==> src/rtl/cwda_pkg.sv <==
// Shared types, constants and helper functions for the cosine weighted dot accumulate block.
`timescale 1ns / 1ps
`default_nettype none

package cwda_pkg;

    localparam int COSINE_STAGES_DEFAULT = 16;
    localparam int ATAN_ENTRIES          = 24;

    // CORDIC datapath: signed Q2.30 plus guard bits
    localparam int CORDIC_W = 34;

    localparam logic signed [CORDIC_W-1:0] PI_Q30          = 34'sd3373259426;
    localparam logic signed [CORDIC_W-1:0] HALF_PI_Q30     = 34'sd1686629713;
    localparam logic signed [CORDIC_W-1:0] CORDIC_GAIN_Q30 = 34'sd652032874;
    localparam logic signed [CORDIC_W-1:0] ROUND_BIAS      = 34'sd16384;

    localparam int SUM_W  = 48;
    localparam int PROD_W = 33;

    localparam logic signed [SUM_W-1:0] SUM_MAX = {1'b0, {(SUM_W-1){1'b1}}};
    localparam logic signed [SUM_W-1:0] SUM_MIN = {1'b1, {(SUM_W-1){1'b0}}};

    localparam int QUEUE_DEPTH = 4;

    typedef struct packed {
        logic [15:0]              matrix_element;
        logic [14:0]              angle;
        logic signed [SUM_W-1:0]  prior_sum;
        logic                     last_element;
    } cwda_in_t;

    typedef struct packed {
        logic signed [SUM_W-1:0]  new_sum;
        logic                     saturated;
    } cwda_out_t;

    // One weighted product on its way from the front end to the accumulator
    typedef struct packed {
        logic signed [PROD_W-1:0] product;
        logic signed [SUM_W-1:0]  prior_sum;
        logic                     last_element;
    } cwda_prod_t;

    typedef struct packed {
        logic full;
        logic empty;
    } cwda_q_status_t;

    typedef struct packed {
        logic signed [SUM_W-1:0]  value;
        logic                     clipped;
    } cwda_sat_t;

    function automatic logic signed [CORDIC_W-1:0] atan_q30(input int idx);
        logic signed [CORDIC_W-1:0] r;
        case (idx)
            0:       r = 34'sd843314857;
            1:       r = 34'sd497837829;
            2:       r = 34'sd263043836;
            3:       r = 34'sd133525158;
            4:       r = 34'sd67021686;
            5:       r = 34'sd33543515;
            6:       r = 34'sd16775850;
            7:       r = 34'sd8388437;
            8:       r = 34'sd4194282;
            9:       r = 34'sd2097149;
            10:      r = 34'sd1048576;
            11:      r = 34'sd524288;
            12:      r = 34'sd262144;
            13:      r = 34'sd131072;
            14:      r = 34'sd65536;
            15:      r = 34'sd32768;
            16:      r = 34'sd16384;
            17:      r = 34'sd8192;
            18:      r = 34'sd4096;
            19:      r = 34'sd2048;
            20:      r = 34'sd1024;
            21:      r = 34'sd512;
            22:      r = 34'sd256;
            23:      r = 34'sd128;
            default: r = '0;
        endcase
        return r;
    endfunction

    // Clip a 49-bit sum to the 48-bit range
    function automatic cwda_sat_t sat48(input logic signed [SUM_W:0] sum);
        cwda_sat_t r;
        if (sum[SUM_W] != sum[SUM_W-1]) begin
            r.value   = sum[SUM_W] ? SUM_MIN : SUM_MAX;
            r.clipped = 1'b1;
        end else begin
            r.value   = sum[SUM_W-1:0];
            r.clipped = 1'b0;
        end
        return r;
    endfunction

endpackage

`default_nettype wire

==> src/rtl/cwda_back.sv <==
// Back end: saturating row accumulator, final add of the prior sum, result register.
`timescale 1ns / 1ps
`default_nettype none

module cwda_back (
    input  wire logic                     aclk,
    input  wire logic                     aresetn,
    input  wire cwda_pkg::cwda_prod_t     head_data,
    input  wire cwda_pkg::cwda_q_status_t q_status,
    output logic                          pop,
    output logic                          m_valid,
    input  wire logic                     m_ready,
    output cwda_pkg::cwda_out_t           m_data
);

    localparam int SW = cwda_pkg::SUM_W;
    localparam int PW = cwda_pkg::PROD_W;

    typedef struct packed {
        logic signed [SW-1:0] row_sum;
        logic                 clip;
        logic signed [SW-1:0] prior_sum;
    } fin_t;

    logic signed [SW-1:0] acc_reg;
    logic                 clip_reg;
    logic                 fin_vld_reg;
    fin_t                 fin_reg;
    logic                 m_vld_reg;
    cwda_pkg::cwda_out_t  m_data_reg;

    logic                 out_free;
    logic                 fin_free;
    logic                 fin_move;
    cwda_pkg::cwda_sat_t  acc_sum;
    cwda_pkg::cwda_sat_t  total;

    assign out_free = !m_vld_reg || m_ready;
    assign fin_move = fin_vld_reg && out_free;
    assign fin_free = !fin_vld_reg || out_free;
    // a row end needs room in the final-add stage; plain elements always go
    assign pop      = !q_status.empty && (!head_data.last_element || fin_free);

    assign acc_sum = cwda_pkg::sat48({acc_reg[SW-1], acc_reg}
                                     + {{(SW+1-PW){head_data.product[PW-1]}},
                                        head_data.product});
    assign total   = cwda_pkg::sat48({fin_reg.prior_sum[SW-1], fin_reg.prior_sum}
                                     + {fin_reg.row_sum[SW-1], fin_reg.row_sum});

    assign m_valid = m_vld_reg;
    assign m_data  = m_data_reg;

    always_ff @(posedge aclk) begin
        if (!aresetn) begin
            acc_reg     <= '0;
            clip_reg    <= 1'b0;
            fin_vld_reg <= 1'b0;
            m_vld_reg   <= 1'b0;
        end else begin
            if (pop) begin
                if (head_data.last_element) begin
                    acc_reg  <= '0;
                    clip_reg <= 1'b0;
                end else begin
                    acc_reg  <= acc_sum.value;
                    clip_reg <= clip_reg | acc_sum.clipped;
                end
            end
            if (pop && head_data.last_element) begin
                fin_vld_reg <= 1'b1;
            end else if (fin_move) begin
                fin_vld_reg <= 1'b0;
            end
            if (fin_move) begin
                m_vld_reg <= 1'b1;
            end else if (m_ready) begin
                m_vld_reg <= 1'b0;
            end
        end
    end

    always_ff @(posedge aclk) begin
        if (pop && head_data.last_element) begin
            fin_reg.row_sum   <= acc_sum.value;
            fin_reg.clip      <= clip_reg | acc_sum.clipped;
            fin_reg.prior_sum <= head_data.prior_sum;
        end
        if (fin_move) begin
            m_data_reg.new_sum   <= total.value;
            m_data_reg.saturated <= fin_reg.clip | total.clipped;
        end
    end

endmodule

`default_nettype wire

==> config.mk <==
export PLATFORM = sky130hd
export DESIGN_NAME = cwda_back
export DESIGN_NICKNAME = d
export VERILOG_FILES = /design/src/rtl/cwda_pkg.sv /design/src/rtl/cwda_back.sv
export SDC_FILE = /design/constraint.sdc
export NUM_CORES = 1
export LEC_CHECK = 0
export ABC_AREA = 1
export ABC_CLOCK_PERIOD_IN_PS = 6100
export BUFFER_PORTS_ARGS = -buffer_cell sky130_fd_sc_hd__clkbuf_2
export CORE_ASPECT_RATIO = 1.25
export CORE_MARGIN = 2
export CORE_UTILIZATION = 40
export DETAILED_ROUTE_END_ITERATION = 7
export PLACE_DENSITY = 0.67
export RECOVER_POWER = 25
export SYNTH_ARGS = -nofsm -noshare
export SYNTH_HDL_FRONTEND = slang
export SYNTH_SLANG_ARGS = --single-unit
export TNS_END_PERCENT = 50
==> constraint.sdc <==
create_clock -name aclk -period 6.1 [get_ports aclk]
set_clock_uncertainty 0.1 [all_clocks]
set_input_delay 0.61 -clock aclk [delete_from_list [all_inputs] [get_ports aclk]]
set_output_delay 0.61 -clock aclk [all_outputs]
set_load 0.03 [all_outputs]
Word-level counts from Yosys, hierarchy flattened:

Index checks and enable logic that the tools add are counted.

* $add $sub $neg: 2
* multipliers: 0
* div/mod/pow operators: 0
* magnitude comparators: 0
* eq/ne operators: 2
* shift operators: 0
* muxes and demuxes: 10
* bitwise gates (word level): 2
* reductions and logical operators: 12

Operator list (number)
* 48-bit two-way mux: 3
* 49-bit two-way mux: 2
* 48-bit by 33-bit adder with 49-bit output: 1
* 48-bit by 48-bit adder with 49-bit output: 1
* 1-bit two-way mux: 5
* 1-bit zero test: 4
* 2-bit nonzero test: 2
* 1-bit logical AND: 3
* 1-bit logical OR: 3
* 1-bit != test: 2
* 1-bit OR: 2

* bits in registers: 197
* latch bits: 0
* RAM bits: 0
* ROM bits: 0
* logic and storage cells: 37
* memories kept: 0

Longest topological paths before layout:

* depth in word-level cells: 7
* mapped depth: 20

Worst setup path before layout:

Ideal clock, no wire load.

* path type: input to register
* start point: in m_ready
* end point: reg fin_reg[0] (netlist name), enable pin
* data arrival time: 3185 ps
* slack: 2364 ps
* cell stages on the path: 8
* path buffers: 0
* cell sequence: inv_1 > nand2_1 > nor2_1 > inv_1 > o21ai_0 > inv_1 > nand2_1 > inv_1

* word-level cells in the longest chain between the ends: 5

Ends and longest elaborated chain
* start: declaration: RTL line cwda_back.sv:12 `input wire logic m_ready,`
* 1-bit logical OR: RTL line cwda_back.sv:38 `assign out_free = !m_vld_reg || m_ready;`
* 1-bit logical OR: RTL line cwda_back.sv:40 `assign fin_free = !fin_vld_reg || out_free;`
* 1-bit logical OR: RTL line cwda_back.sv:42 `assign pop = !q_status.empty && (!head_data.last_element || fin_free);`
* 1-bit logical AND: RTL line cwda_back.sv:42
* net pop: RTL line cwda_back.sv:10 `output logic pop,`
* 1-bit logical AND: RTL line cwda_back.sv:83 `if (pop && head_data.last_element) begin`
* end: declaration: RTL line cwda_back.sv:28 `fin_t fin_reg;`

The timed path passes the listed nets, and every way through them passes these cells.
A chain may end at the register's enable or synchronous reset.

==> impl_metrics.json <==
{
  "status": "finished, violations left",
  "violations": "max-capacitance violations, max-slew violations",
  "cpLargestDelayFamily": "simple AND/OR/NAND/NOR gates",
  "cts_resized": 0,
  "syn-num-nets": 2101,
  "largest_reg_flops": 97,
  "drt-total-wl_um": 41600,
  "syn_to_final_growth_pct": 12.4,
  "timing.final.crit_share_pct": 64.9,
  "cp.required_ns": 6.12,
  "cts_setup_buffers": 0,
  "worstPathCellList": "ha_1, inv_1, fa_1, o21ai_2, a21oi_1, o21ai_2, nand3_1, nand3_2, xor2_1, nand2_1, o21ai_0",
  "chipWidth_um": 172,
  "place_hpwl_um": 34400,
  "max_freq_mhz": 253,
  "cp_slowest_cell": "nand2_1",
  "overflow": 0,
  "min_period_ns": 3.96,
  "cp_common_cell": "o21ai_2",
  "chipHeight_um": 214,
  "gp_congestion": 1.03,
  "grt_pass1_vias": 12700,
  "setup_tns_ns": 0,
  "ys_types": 39,
  "synth_edf_count": 146,
  "cp-end-kind": "flip-flop",
  "path_clk_slew_ns": 0.07,
  "setup_viol": 0,
  "synthArstFlopShare_pct": 0,
  "nets": 2231,
  "dp.cells": 2495,
  "vdd_ir_drop_max_v": 0.000201,
  "first_pass_iters": 5,
  "max_slew.worst_pin.slew_ns": 2.55,
  "fillCellCount": 3541,
  "ys_seq_area_share_pct": 38.4,
  "wire_per_inst_um": 16.5,
  "vias_per_cell": 5.11,
  "grt_max_degree": 78,
  "p_leak_nw": 7.23,
  "setup_ws_ns": 2.14,
  "power_density_nw_per_um2": 256,
  "clkLatencyLatePin_ns": 0.46,
  "row_count": 76,
  "worst-path-max-fanout": 48,
  "dpl_cell_area_um2": 15200,
  "diodes": 0,
  "first_iter_violations": 780,
  "cts_buffers": 17,
  "rsz0062_at_grt": "no",
  "clock-sinks": 197,
  "syn-mean-instance-area_um2": 7.34,
  "slew_headroom_pct": -70.3,
  "hold_class": "primary input to flip-flop",
  "cts_hold_buf": 0,
  "yosysWarnings": 0,
  "ios": 138,
  "drive_above_1_share_pct": 11.5,
  "cts_buffer_depth": 2,
  "pre_cts_slack_ns": 1.91,
  "cts-root-buf": "clkbuf_16",
  "core_area_um2": 34500,
  "cts_tree": "built",
  "instances_no_fill": 2526,
  "arrival_ns": 3.98,
  "htree_levels": 4,
  "synth_flop_cell": "edfxtp_1",
  "vias": 12900,
  "slew_violations": 50,
  "ys_seq_elements": 197,
  "maxCapViolCount": 1,
  "cp_num_buf_inv": 1,
  "start_kind": "flip-flop",
  "hold_viol_final": 0,
  "syn-instance-count": 1916,
  "crit_type": "flip-flop to flip-flop",
  "port_buffers": 136,
  "antenna_found_initial": 0,
  "ant_nets": 0,
  "cpPeakStageDelay_ns": 0.92,
  "grt_usage_pct": 23.3,
  "final_util_pct": 45.8,
  "drcViolationCount": 0,
  "final_area_um2": 15800,
  "start_util_pct": 40.7,
  "grt_first_pass_wirelength_um": 64900,
  "die_area_um2": 36700,
  "netlist_area_um2": 14100
}
-- layout by cell type, fill, tap and decap left out, types with 7 or more instances in the layout --
cell type / netlist / routed
xor2_1: 36 / 36
clkbuf_1: 12 / 7
inv_1: 218 / 217
nor3_1: 14 / 14
nor2_2: 8 / 9
a21oi_1: 167 / 166
nand4_1: 25 / 25
clkbuf_16: 0 / 17
nand2_1: 637 / 637
nor2_1: 176 / 175
o21bai_1: 24 / 24
nand3_1: 69 / 69
o21ai_2: 12 / 12
a31oi_1: 14 / 14
xnor2_1: 40 / 40
ha_1: 96 / 96
nand2_2: 30 / 30
clkbuf_2: 1 / 130
edfxtp_1: 146 / 146
dfxtp_1: 51 / 51
o21ai_0: 78 / 77
-- per-layer routing --
layer / share of wire (%) / global-route usage, % / wire, um
met1: 42 / 27.2 / 17400
met2: 50 / 42.5 / 20800
met3: 3.9 / 2.44 / 1610
met4: 4.3 / 11.3 / 1770
met5: 0 / 0 / 0
-- cell type report --
cell class	instances	area [um2]	area share, %
clock inverter	14	143	0.903
inverter	224	842	5.33
sequential	197	5410	34.2
tap	468	586	3.71
timing repair buffer	144	742	4.70
clock buffer	17	425	2.69
multi-input combinational	1462	7660	48.5
-- power by group --
group | total [mW] | internal (mW) | switching [mW]
registers | 1.64 | 1.60 | 0.0425
logic | 1.31 | 0.418 | 0.888
clock network | 1.09 | 0.540 | 0.551
-- synthesized netlist by cell type (4+ instances only) --
cell | count | area [um2]
nand2_1 | 637 | 2390
inv_1 | 218 | 818
nor2_1 | 176 | 661
a21oi_1 | 167 | 836
edfxtp_1 | 146 | 4380
ha_1 | 96 | 1200
o21ai_0 | 78 | 390
nand3_1 | 69 | 345
dfxtp_1 | 51 | 1020
xnor2_1 | 40 | 350
xor2_1 | 36 | 315
nand2_2 | 30 | 188
nand4_1 | 25 | 156
o21bai_1 | 24 | 180
a31oi_1 | 14 | 87.6
nor3_1 | 14 | 70.1
clkbuf_1 | 12 | 45.0
o21ai_2 | 12 | 105
buf_2 | 11 | 55.1
nor2_2 | 8 | 50.1
a21o_1 | 6 | 45.0
inv_2 | 6 | 22.5
nor4_1 | 6 | 37.5
buf_4 | 4 | 30.0
buf_6 | 4 | 45.0
nand3b_1 | 4 | 30.0
o21a_1 | 4 | 30.0
-- path summary, 6_finish.rpt --
| kind | start | end | slack, ns | cells past startpoint |
|---|---|---|---|---|
| worst max-delay path | fin_reg[49] | m_data[47] | 2.14 | 11 |
| worst min-delay path | head_data[42] | fin_reg[41] | 0.22 | 1 |
| worst max register to register | fin_reg[49] | m_data[47] | 2.14 | 11 |
| worst min register to register | acc_reg[25] | acc_reg[25] | 0.37 | 2 |
-- per-stage QoR --
stage,power (mW),hold WS [ns]
finish,4.04,0.219
detailed placement,2.96,0.363
global route,4.28,0.199
CTS,4.06,0.199
floorplan,2.59,0.349
global placement,2.94,0.357
-- logic make-up (layout without fill, tap and decap cells) --
logic type / Yosys count / in the layout / share of synthesized area [%]
AOI/OAI and AO/OA: 308 / 308 / 12.1
and+or+nand+nor: 980 / 980 / 28.6
xor gates and xnor gates: 76 / 76 / 4.73
adders and majority gates: 98 / 98 / 8.83
buffers and inverters: 257 / 399 / 7.29
DFF: 197 / 197 / 38.4
Note: power is estimated with default switching activity, not from simulation.
