File: src/rtl/cwda_pkg.sv
// Shared types, constants and helper functions for the cosine weighted dot accumulate block.
`timescale 1ns / 1ps
`default_nettype none

package cwda_pkg;

    localparam int COSINE_STAGES_DEFAULT = 16;
    localparam int ATAN_ENTRIES          = 24;

    // CORDIC datapath: signed Q2.30 plus guard bits
    localparam int CORDIC_W = 34;

    localparam logic signed [CORDIC_W-1:0] PI_Q30          = 34'sd3373259426;
    localparam logic signed [CORDIC_W-1:0] HALF_PI_Q30     = 34'sd1686629713;
    localparam logic signed [CORDIC_W-1:0] CORDIC_GAIN_Q30 = 34'sd652032874;
    localparam logic signed [CORDIC_W-1:0] ROUND_BIAS      = 34'sd16384;

    localparam int SUM_W  = 48;
    localparam int PROD_W = 33;

    localparam logic signed [SUM_W-1:0] SUM_MAX = {1'b0, {(SUM_W-1){1'b1}}};
    localparam logic signed [SUM_W-1:0] SUM_MIN = {1'b1, {(SUM_W-1){1'b0}}};

    localparam int QUEUE_DEPTH = 4;

    typedef struct packed {
        logic [15:0]              matrix_element;
        logic [14:0]              angle;
        logic signed [SUM_W-1:0]  prior_sum;
        logic                     last_element;
    } cwda_in_t;

    typedef struct packed {
        logic signed [SUM_W-1:0]  new_sum;
        logic                     saturated;
    } cwda_out_t;

    // One weighted product on its way from the front end to the accumulator
    typedef struct packed {
        logic signed [PROD_W-1:0] product;
        logic signed [SUM_W-1:0]  prior_sum;
        logic                     last_element;
    } cwda_prod_t;

    typedef struct packed {
        logic full;
        logic empty;
    } cwda_q_status_t;

    typedef struct packed {
        logic signed [SUM_W-1:0]  value;
        logic                     clipped;
    } cwda_sat_t;

    function automatic logic signed [CORDIC_W-1:0] atan_q30(input int idx);
        logic signed [CORDIC_W-1:0] r;
        case (idx)
            0:       r = 34'sd843314857;
            1:       r = 34'sd497837829;
            2:       r = 34'sd263043836;
            3:       r = 34'sd133525158;
            4:       r = 34'sd67021686;
            5:       r = 34'sd33543515;
            6:       r = 34'sd16775850;
            7:       r = 34'sd8388437;
            8:       r = 34'sd4194282;
            9:       r = 34'sd2097149;
            10:      r = 34'sd1048576;
            11:      r = 34'sd524288;
            12:      r = 34'sd262144;
            13:      r = 34'sd131072;
            14:      r = 34'sd65536;
            15:      r = 34'sd32768;
            16:      r = 34'sd16384;
            17:      r = 34'sd8192;
            18:      r = 34'sd4096;
            19:      r = 34'sd2048;
            20:      r = 34'sd1024;
            21:      r = 34'sd512;
            22:      r = 34'sd256;
            23:      r = 34'sd128;
            default: r = '0;
        endcase
        return r;
    endfunction

    // Clip a 49-bit sum to the 48-bit range
    function automatic cwda_sat_t sat48(input logic signed [SUM_W:0] sum);
        cwda_sat_t r;
        if (sum[SUM_W] != sum[SUM_W-1]) begin
            r.value   = sum[SUM_W] ? SUM_MIN : SUM_MAX;
            r.clipped = 1'b1;
        end else begin
            r.value   = sum[SUM_W-1:0];
            r.clipped = 1'b0;
        end
        return r;
    endfunction

endpackage

`default_nettype wire

File: src/rtl/cwda_queue.sv
// Small request queue between the cosine front end and the accumulator.
`timescale 1ns / 1ps
`default_nettype none

module cwda_queue (
    input  wire logic                     aclk,
    input  wire logic                     aresetn,
    input  wire logic                     push_valid,
    input  wire cwda_pkg::cwda_prod_t     push_data,
    input  wire logic                     pop,
    output cwda_pkg::cwda_prod_t          head_data,
    output cwda_pkg::cwda_q_status_t      status
);

    localparam int DEPTH = cwda_pkg::QUEUE_DEPTH;
    localparam int AW    = $clog2(DEPTH);

    cwda_pkg::cwda_prod_t mem_reg [0:DEPTH-1];
    logic [AW-1:0]        wr_ptr_reg;
    logic [AW-1:0]        rd_ptr_reg;
    logic [AW:0]          count_reg;
    logic [AW:0]          count_next;
    logic                 do_push;
    logic                 do_pop;

    assign status.full  = (count_reg == (AW+1)'(DEPTH));
    assign status.empty = (count_reg == '0);
    assign do_push      = push_valid && !status.full;
    assign do_pop       = pop && !status.empty;
    assign head_data    = mem_reg[rd_ptr_reg];

    always_comb begin
        count_next = count_reg;
        if (do_push && !do_pop) begin
            count_next = count_reg + (AW+1)'(1);
        end else if (do_pop && !do_push) begin
            count_next = count_reg - (AW+1)'(1);
        end
    end

    always_ff @(posedge aclk) begin
        if (!aresetn) begin
            wr_ptr_reg <= '0;
            rd_ptr_reg <= '0;
            count_reg  <= '0;
        end else begin
            if (do_push) begin
                wr_ptr_reg <= wr_ptr_reg + AW'(1);
            end
            if (do_pop) begin
                rd_ptr_reg <= rd_ptr_reg + AW'(1);
            end
            count_reg <= count_next;
        end
    end

    always_ff @(posedge aclk) begin
        if (do_push) begin
            mem_reg[wr_ptr_reg] <= push_data;
        end
    end

endmodule

`default_nettype wire

File: config.mk
export PLATFORM = sky130hd
export DESIGN_NAME = cwda_queue
export DESIGN_NICKNAME = d
export VERILOG_FILES = /design/src/rtl/cwda_pkg.sv /design/src/rtl/cwda_queue.sv
export SDC_FILE = /design/constraint.sdc
export NUM_CORES = 1
export LEC_CHECK = 0
export BUFFER_PORTS_ARGS = -buffer_cell sky130_fd_sc_hd__buf_2
export CAP_MARGIN = 30
export CELL_PAD_IN_SITES_DETAIL_PLACEMENT = 1
export CELL_PAD_IN_SITES_GLOBAL_PLACEMENT = 1
export CORE_MARGIN = 2
export CORE_UTILIZATION = 54
export CTS_BUF_LIST = sky130_fd_sc_hd__clkbuf_16
export CTS_CLUSTER_SIZE = 40
export DETAILED_ROUTE_END_ITERATION = 8
export PLACE_DENSITY = 0.83
export SYNTH_ARGS = -nofsm -noshare
export SYNTH_HDL_FRONTEND = slang
export SYNTH_SLANG_ARGS = --single-unit
File: constraint.sdc
create_clock -name aclk -period 6.1 [get_ports aclk]
set_input_delay 0.305 -clock aclk [delete_from_list [all_inputs] [get_ports aclk]]
set_output_delay 0.305 -clock aclk [all_outputs]
set_load 0.05 [all_outputs]
### Word-level counts from Yosys, hierarchy flattened

Memories as Yosys holds them, arrays and structs flattened. A register that Yosys moved wholly into a read port is not among the register bits.
Cells that the tools add are included.

* bits in writable memories: 328
* memories: 1
* register bits after elaboration: 7
* bits of input ports: 86
* output and inout port bits: 84
* logic and storage cells: 25

Memories
* mem_reg: words 4, bits a word 82, rd ports 1, clocked after memory_dff 1, write ports 1, RTL line cwda_queue.sv:18 `cwda_pkg::cwda_prod_t mem_reg [0:DEPTH-1];`

* equal/unequal tests: 1
* reduce and logical (&&, ||, !) cells: 10
* mux-type cells: 6
* add/subtract/negate cells: 4

Operators with widths (count)
* 3-bit two-way mux: 2
* 2-bit by 1-bit adder with 2-bit output, second input constant: 2
* 1-bit logical AND: 4
* 1-bit logical NOT: 4
* 2-bit two-way mux: 2
* 3-bit by 1-bit adder with 3-bit output, second input constant: 1
* 3-bit == test, second input constant: 1
* 3-bit logical NOT: 1
* 3-bit by 1-bit subtractor with 3-bit output, second input constant: 1
* 1-bit two-way mux: 2
* 2-bit nonzero test: 1

### Depth between registers and ports, before layout

Gate-level depths: netlist of the first run.

* depth in word-level cells: 7
* mapped depth: 9
* mapped depth without buffers: 8

### Worst setup path before layout of the first run

OpenSTA, ideal clock, no wires.

* kind: register -> register
* from: register count_reg[0]
* to: memory mem_reg[0][0] in the netlist's numbering (enable)
* library setup time: 450 ps
* data required time: 5650 ps
* setup slack: 2779 ps
* path buffers: 1
* arrival time: 2871 ps
* cell stages (with the launch flop): 5
* clock period less this slack: 3321 ps
* cell sequence: dfxtp_1 > nor3b_2 > nor2b_1 > buf_2 > and2_1

RTL lines
* start: declaration: RTL line cwda_queue.sv:21 `logic [AW:0] count_reg;`
* start signal: assignment: RTL line cwda_queue.sv:53 `count_reg <= count_next;`
* end: declaration: RTL line cwda_queue.sv:18

==> impl_metrics.csv, run 1 <==
group,metric,value,unit
run_status,status,"completed",
finish,nets,762,
finish,largest_reg_flops,328,
finish,design_area,14500,um2
drt,wl,24000,um
floorplan,die_area,24200,um2
power_and_ir_drop,netSwitchingPower,2.41,mW
drt,routed-via-count,5649,
drt,routedWlPerCell,24.6,um
floorplan,num_io_pins,170,
sta,relSlewSlack,0.377,
worst_setup_path,crit_end,"head_data[2]",
global_routing,grt_pass1_vias,6343,
yosys,synth_area_per_cell,26.0,um2
placed_design,gp_congestion,0.735,
clock_network,cts_max_level,2,
global_routing,grt_pass1_wl,37100,um
clock_network,clock-sinks,337,
sta,hold_viol,0,
placed_design,placed_area,13500,um2
finish,area_growth,17.2,%
clock_network,insertion_delay,0.50,ns
worst_hold_path,hp-start,"push_data[40]",
drt,via_per_inst,5.79,
finish,layout_commonest_cell,"edfxtp_1",
sta,hold_ws,0.0211,ns
power_and_ir_drop,internal_power,4.65,mW
yosys,synth_top_area_cell,"edfxtp_1",
floorplan,core_area,22600,um2
clock_network,tritoncts,"built",
yosys,synth_top_area_frac,0.795,
power_and_ir_drop,share_comb_of_total_power,0.306,
worst_setup_path,timing.rr.end,"mem_reg[1][78]",
power_and_ir_drop,power_frac_seq,0.418,
clock_network,clock_path_buffers,3,
worst_setup_path,path_class,"flip-flop to primary output",
yosys,yosys_register_bits,337,
worst_setup_path,rr_worst_depth,4,
yosys,syn_nets,568,
drt,wl_met3,1330,um
floorplan,initial_core_util,0.549,
power_and_ir_drop,p_clk_frac,0.276,
clock_network,post_cts_buffers,0,
worst_setup_path,cp-start-kind,"flip-flop",
worst_setup_path,setup.worst_path.end_class,"primary output",
drt,dr.pass1.iters,7,
yosys,yosysSeqAreaShare,0.809,
sta,finalMaxSlewViolations,0,
worst_hold_path,hold_path_class,"input port to flip-flop",
global_routing,overflow,0,
sta,finalCriticalPeriod,3.21,ns
drt,drt_iter0_markers,325,
sta,period_share,0.527,
clock_network,cts_buffers,35,
placed_design,hpwlAfterDp,14800,um
worst_setup_path,reg2reg_slack,3.28,ns
power_and_ir_drop,leakage,4.91,nW
drt,wl_met1,9470,um
worst_setup_path,cp.arrival,2.91,ns
sta,worst_pin_slew,0.935,ns
finish,drive_gt1_frac,0.447,
sta,tns,0,ns
clock_network,clk_pin_slew,0.06,ns
yosys,syn_area,12400,um2
finish,nFillCells,1831,
job,maxCapViolations,0,
yosys,yosysUniqueCellTypes,23,
yosys,synth_ff_type,"edfxtp_1",
yosys,synthArstFlopShare,0,
drt,ant_nets,0,
sta,finalSetupViolCount,0,
placed_design,portBuffers,169,
clock_network,cts_root_buf,"clkbuf_16",
worst_setup_path,crit-reg2reg-launch,"count_reg[0]",
sta,grt_setup_unrepaired,"no",
power_and_ir_drop,p_per_area,486,nW/um2
yosys,synth-edff-count,328,
floorplan,num_rows,55,
yosys,synthCells,476,
floorplan,die_w,156,um
sta,skew,0.0132,ns
global_routing,track_usage,0.207,
yosys,synthTopCellsByArea,"edfxtp_1 79%, mux4_2 15%, dfxtp_1 1.5%",
finish,final_cell_mix,"328 x edfxtp_1, 169 x buf_2, 82 x mux4_2",
worst_setup_path,cp_data_required_time,5.79,ns
global_routing,antenna_found_initial,1,
global_routing,grt_max_degree,61,
drt,maxUsedRoutingLayer,"met4",
drt,drc,0,
power_and_ir_drop,power_switching_share,0.341,
power_and_ir_drop,vdd_drop_max,318,uV
worst_setup_path,cp_max_fo,31,
finish,post-route-util,0.644,
sta,fmax,0.311,GHz
yosys,synth_warnings,0,
floorplan,fp.dieH,156,um
drt,dr_wl_met2,12600,um
## stage by stage
stage	instances	setup WS (ns)	power (mW)
5_1_grt	974	2.60	7.32
3_5_place_dp	917	3.28	5.19
3_3_place_gp	916	3.10	5.10
6_report	975	2.89	7.06
4_1_cts	974	2.75	7.15
2_1_floorplan	476	2.78	4.76
## cells by family after synthesis
logic type      synth area share
flops                      0.809
mux                        0.151
buf+inv                   0.0190
simple gates             0.00818
fa+ha+maj                0.00666
compound gates           0.00273
xor+xnor                 0.00283
## worst max-delay path, cell delays in order (launching register included)
cell,delay (ns)
dfxtp_4,0.68
buf_16,0.32
buf_4,0.54
mux4_2,0.60
buf_2,0.23
## synthesized netlist by cell type, drive strengths merged, types with 2 or more instances
| library cell | number |
|---|---|
| nor2b | 2 |
| ha | 5 |
| dfxtp | 9 |
| edfxtp | 328 |
| clkbuf | 2 |
| mux2i | 3 |
| inv | 3 |
| buf | 18 |
| nand2 | 4 |
| xnor2 | 3 |
| mux4 | 82 |
| and2 | 8 |
## final cells by class
| cell class | instances | area (um2) | area share |
|---|---|---|---|
| Sequential cell | 337 | 10000 | 0.691 |
| Multi-Input combinational cell | 116 | 2140 | 0.147 |
| Timing Repair Buffer | 177 | 928 | 0.0639 |
| Clock buffer | 37 | 926 | 0.0637 |
| Tap cell | 285 | 357 | 0.0245 |
| Clock inverter | 19 | 128 | 0.00878 |
| Inverter | 3 | 11.3 | 0.000775 |
| Antenna cell | 1 | 2.50 | 0.000172 |
## worst min path at each step
stage	slack (ns)	depth (start not counted)	to
floorplan	0.40	0	mem_reg[0][0]
global placement	0.48	2	wr_ptr_reg[1]
finish	0.02	1	mem_reg[2][40]
CTS	0.0003	1	mem_reg[3][13]
detailed placement	0.52	2	wr_ptr_reg[0]
global route	0.007	1	mem_reg[3][13]
## power by group through the flow
stage,sequential [mW],combinational (mW),clock [mW]
after floorplan,2.92,1.84,0
after global placement,3.03,2.07,0
after detailed placement,3.01,2.18,0
after CTS,2.96,2.19,2.00
after global routing,2.98,2.26,2.08
final,2.95,2.16,1.95
## timing repair
action	CTS	global route
gates resized for setup	0	0
hold buffers	1	0
endpoints found under the setup margin	0	0
endpoints found under the hold margin	1	0
## metal layers
layer | track usage | vias up
li1 | - | 2429
met1 | 0.265 | 2986
met2 | 0.356 | 182
met3 | 0.0465 | 52
met4 | 0.0660 | 0
met5 | 0 | -
Power figures use the tool's default switching activity.
==> run 2, diff against run 1 <==
- CORE_UTILIZATION: 54 -> 45
- PLACE_DENSITY: 0.83 -> 0.74
- clock period: 6.1 -> 2.6 ns (I/O delays scaled with it)
==> run 2 against run 1 <==
Effect of this change:
- die area up 19%
- clock skew down 0.0044 ns
- clock power up 130%
- clock-buffer cell count unchanged
- global-route usage down 2.8 points
- non-clock buffer count up 89
==> impl_metrics.csv, run 2 (same netlist as run 1, synthesis figures left out) <==
group,metric,value,unit
run_status,status,"completed",
finish,layout_commonest_cell,"edfxtp_1",
worst_setup_path,setup.worst_path.end_class,"primary output",
global_routing,antenna_found_initial,2,
power_and_ir_drop,vdd_drop_max,721,uV
sta,fmax,0.449,GHz
drt,wl,25000,um
global_routing,track_usage,0.178,
worst_setup_path,path_class,"flip-flop to primary output",
floorplan,initial_core_util,0.459,
drt,via_per_inst,5.23,
sta,finalSetupViolCount,0,
finish,final_cell_mix,"328 x edfxtp_1, 169 x buf_2, 83 x dlygate4sd3_1",
finish,largest_reg_flops,328,
floorplan,core_area,27000,um2
drt,ant_nets,0,
sta,tns,0,ns
worst_setup_path,cp-start-kind,"flip-flop",
finish,seqCellArea,10000,um2
drt,drc,0,
sta,finalMaxSlewViolations,0,
worst_hold_path,hold_depth,4,
worst_setup_path,rr_worst_depth,7,
drt,routedWlPerCell,22.2,um
finish,multiInputGateArea,2140,um2
worst_setup_path,crit_chain,"buf_12 > mux4_2 > buf_2",
finish,nFillCells,2342,
power_and_ir_drop,leakage,5.33,nW
worst_hold_path,hp-start,"pop",
global_routing,overflow,0,
floorplan,fp.dieH,170,um
worst_hold_path,hold_path_class,"input port to flip-flop",
drt,dr.pass1.iters,4,
clock_network,cts_buffers,36,
clock_network,tritoncts,"built",
worst_setup_path,crit-reg2reg-launch,"count_reg[1]",
clock_network,hold_buffers,83,
finish,nets,852,
floorplan,die_area,28900,um2
sta,skew,0.00878,ns
sta,worst_pin_slew,0.449,ns
finish,design_area,15600,um2
clock_network,cts_resized,0,
worst_setup_path,critical-path-top-delay-family,"buffers and inverters",
global_routing,grt_pass1_wl,38400,um
clock_network,post_cts_buffers,0,
sta,hold_ws,0.0934,ns
finish,area_growth,25.7,%
floorplan,num_rows,60,
worst_setup_path,critPathMaxStageDelay,0.59,ns
clock_network,clk_pin_slew,0.06,ns
power_and_ir_drop,p_per_area,1070,nW/um2
drt,drt_iter0_markers,338,
sta,grt_setup_unrepaired,"no",
placed_design,gp_congestion,0.700,
worst_setup_path,cp_data_required_time,2.47,ns
clock_network,cts_max_level,2,
clock_network,insertion_delay,0.50,ns
worst_setup_path,crit_slowest_cell,"mux4_2",
floorplan,die_w,170,um
sta,finalCriticalPeriod,2.22,ns
worst_setup_path,cp.arrival,2.09,ns
sta,hold_viol,0,
placed_design,placed_area,13700,um2
worst_setup_path,timing.rr.end,"count_reg[2]",
clock_network,cts_root_buf,"clkbuf_16",
placed_design,hpwlAfterDp,14700,um
job,maxCapViolations,0,
drt,routed-via-count,5888,
sta,period_share,0.856,
sta,relSlewSlack,0.701,
worst_setup_path,cp_max_fo,50,
floorplan,num_io_pins,170,
clock_network,clock-sinks,337,
clock_network,clock_path_buffers,3,
global_routing,grt_max_degree,51,
worst_setup_path,cp_num_buf_inv,2,
worst_setup_path,reg2reg_slack,0.45,ns
finish,drive_gt1_frac,0.401,
placed_design,portBuffers,169,
global_routing,grt_pass1_vias,6750,
run 2: cell count changes in the layout (fill, tap and decap cells not counted):
cell           delta
dlygate4sd3_1    +82
buf_12           +11
buf_4             -3
clkinv_1          +3
inv_1             +3
buf_16            -1
bufinv_16         -1
run 2: per-layer routing:
layer | track usage | up-vias | routed length, um
met5 | 0 | - | 11
met4 | 0.0539 | 2 | 468
met3 | 0.0377 | 36 | 1270
met2 | 0.323 | 163 | 13300
met1 | 0.215 | 3081 | 9980
li1 | - | 2606 | -
run 2: worst max path at each step:
stage / depth (start not counted) / start / slack, ns / endpoint
4_1_cts: 3 / flip-flop / 0.31 / head_data[35]
2_1_floorplan: 4 / count_reg[2] / 0.17 / mem_reg[0][0]
3_3_place_gp: 8 / count_reg[0] / 0.56 / count_reg[2]
3_5_place_dp: 7 / count_reg[1] / 0.45 / count_reg[2]
5_1_grt: 3 / flip-flop / 0.26 / head_data[54]
6_report: 3 / flip-flop / 0.38 / head_data[54]
run 2: power by group:
part           internal (mW)  switching [mW]
Clock                   2.65            1.89
Sequential              6.60           0.208
Combinational           1.73            3.63
Total                   11.0            5.73
run 2: area by class of cell:
cell class,instances,area share
sequential,337,0.644
antenna,1,0.000161
tap,341,0.0274
clock inverter,24,0.00771
clock buffer,37,0.0594
inverter,3,0.000723
multi-input combinational,116,0.137
timing repair buffer,266,0.123
run 2: worst register-to-register path: stages, from the launching register on:
cell and delay [ns]:
dfxtp_1 0.39, o31ai_2 0.35, ha_1 0.26, inv_1 0.07, fa_1 0.38, xor2_1 0.16, or3_1 0.31, a21boi_0 0.17
run 2: per-stage QoR:
stage | util | setup WS [ns] | power [mW] | cells
CTS | 0.576 | 0.311 | 16.9 | 1124
global route | 0.576 | 0.258 | 17.4 | 1124
floorplan | - | 0.174 | 11.2 | 476
detailed placement | 0.507 | 0.454 | 12.3 | 980
global placement | 0.507 | 0.562 | 12.1 | 980
finish | 0.577 | 0.375 | 16.7 | 1125
==> run 3, diff against run 2 <==
- CORE_MARGIN: 2 -> default
==> run 3 against run 2 <==
Effect of this change:
- utilization is 0.46 points higher
- fmax is 7.6% lower
- register-to-register slack worse by 0.13 ns
- global-route usage is 0.17 points higher
- power is 1.6% higher
- largest cell class unchanged
- highest routed layer is now met4
==> impl_metrics.csv, run 3 (same netlist as run 1, synthesis figures left out) <==
group,metric,value,unit
finish,nFillCells,2291,
global_routing,grt_pass1_wl,37800,um
floorplan,die_w,168,um
sta,finalCriticalPeriod,2.41,ns
sta,finalSetupViolCount,0,
sta,finalMaxSlewViolations,0,
sta,hold_ws,0.119,ns
finish,largest_reg_flops,328,
floorplan,die_area,28200,um2
worst_setup_path,critical_path_depth,3,
clock_network,clock_path_buffers,3,
clock_network,clk_pin_slew,0.06,ns
finish,area_growth,26.4,%
power_and_ir_drop,p_per_area,1080,nW/um2
finish,final_cell_mix,"328 x edfxtp_1, 169 x buf_2, 83 x dlygate4sd3_1",
sta,tns,0,ns
clock_network,post_cts_buffers,0,
clock_network,cts_root_buf,"clkbuf_16",
floorplan,num_rows,60,
placed_design,hpwlAfterDp,14600,um
global_routing,grt_max_degree,47,
worst_setup_path,setup.worst_path.end_class,"primary output",
finish,post-route-util,0.581,
sta,skew,0.0151,ns
drt,dr.pass1.iters,7,
worst_setup_path,cp_num_buf_inv,2,
finish,antenna_cells,0,
worst_setup_path,path_class,"flip-flop to primary output",
floorplan,initial_core_util,0.460,
floorplan,fp.dieH,168,um
finish,design_area,15700,um2
worst_hold_path,hold_depth,4,
drt,routedWlPerCell,21.9,um
job,maxCapViolations,0,
clock_network,cts_buffers,36,
worst_setup_path,rr_worst_depth,7,
run_status,status,"completed",
finish,drive_gt1_frac,0.405,
finish,multiInputGateArea,2140,um2
placed_design,gp_congestion,0.711,
finish,layout_commonest_cell,"edfxtp_1",
floorplan,core_area,27000,um2
worst_setup_path,cp-start-kind,"flip-flop",
drt,drc,0,
placed_design,placed_area,13700,um2
worst_setup_path,cp_max_fo,28,
finish,seqCellArea,10000,um2
drt,drt_iter0_markers,342,
sta,fmax,0.415,GHz
placed_design,portBuffers,169,
sta,relSlewSlack,0.703,
drt,wl,24700,um
power_and_ir_drop,leakage,5.36,nW
worst_setup_path,critical-path-top-delay-family,"flip-flops",
worst_setup_path,crit_slowest_cell,"dfxtp_4",
clock_network,cts_max_level,2,
floorplan,num_io_pins,170,
clock_network,tritoncts,"built",
worst_hold_path,hold_path_class,"input port to flip-flop",
drt,routed-via-count,5951,
drt,via_per_inst,5.28,
sta,period_share,0.926,
clock_network,insertion_delay,0.51,ns
global_routing,grt_pass1_vias,6629,
worst_setup_path,crit_chain,"buf_12 > mux4_2 > buf_2",
drt,ant_nets,0,
sta,worst_pin_slew,0.445,ns
worst_setup_path,critPathMaxStageDelay,0.62,ns
worst_setup_path,cp.arrival,2.28,ns
finish,nets,853,
sta,hold_viol,0,
sta,grt_setup_unrepaired,"no",
worst_setup_path,cp_data_required_time,2.47,ns
global_routing,antenna_found_initial,0,
global_routing,track_usage,0.180,
global_routing,overflow,0,
power_and_ir_drop,vdd_drop_max,877,uV
clock_network,clock-sinks,337,
[run 3: worst paths after layout]
check / start / end / slack [ns]
setup / recovery: flip-flop / head_data[76] / 0.19
hold / removal: pop / flip-flop / 0.12
setup reg to reg: count_reg[1] / count_reg[2] / 0.32
hold reg to reg: wr_ptr_reg[0] / wr_ptr_reg[0] / 0.51
[run 3: area by class of cell]
| cell class | instances | area share |
|---|---|---|
| Timing Repair Buffer | 267 | 0.123 |
| Clock inverter | 27 | 0.0125 |
| Sequential cell | 337 | 0.641 |
| Clock buffer | 37 | 0.0591 |
| Inverter | 3 | 0.000719 |
| Tap cell | 341 | 0.0272 |
| Multi-Input combinational cell | 116 | 0.137 |
[run 3: routing by layer]
layer  wire length, um  part of all wire  up-vias  global-route usage
met5                 0                 0        -                   0
met4               333             0.013        0              0.0447
met3              1290             0.052       30              0.0339
met2             13400              0.54      187               0.331
met1              9770              0.39     3120               0.218
li1                  -                 -     2614                   -
[run 3: through the flow]
| stage | worst slack [ns] | cells | total power, mW |
|---|---|---|---|
| final | 0.193 | 1128 | 17.0 |
| after global routing | 0.0712 | 1128 | 17.6 |
| after CTS | 0.123 | 1128 | 17.2 |
| after detailed placement | 0.444 | 981 | 12.3 |
| after global placement | 0.597 | 981 | 12.1 |
| after floorplan | 0.174 | 476 | 11.2 |
[run 3: worst min-delay path: stages]
cell	delay, ns
buf_2	0.12
o311ai_1	0.10
xnor2_1	0.06
and2_1	0.16
[run 3: repair_timing]
action / 4_1_cts / 5_1_grt
resized for setup: 0 / 0
endpoints found under the hold margin: 337 / 0
hold buffers: 83 / 0
[run 3: power by group]
| part | switching (mW) | internal [mW] | leakage [nW] |
|---|---|---|---|
| combinational | 3.58 | 1.73 | 1.69 |
| clock | 1.92 | 2.87 | 0.583 |
| sequential | 0.274 | 6.60 | 3.08 |
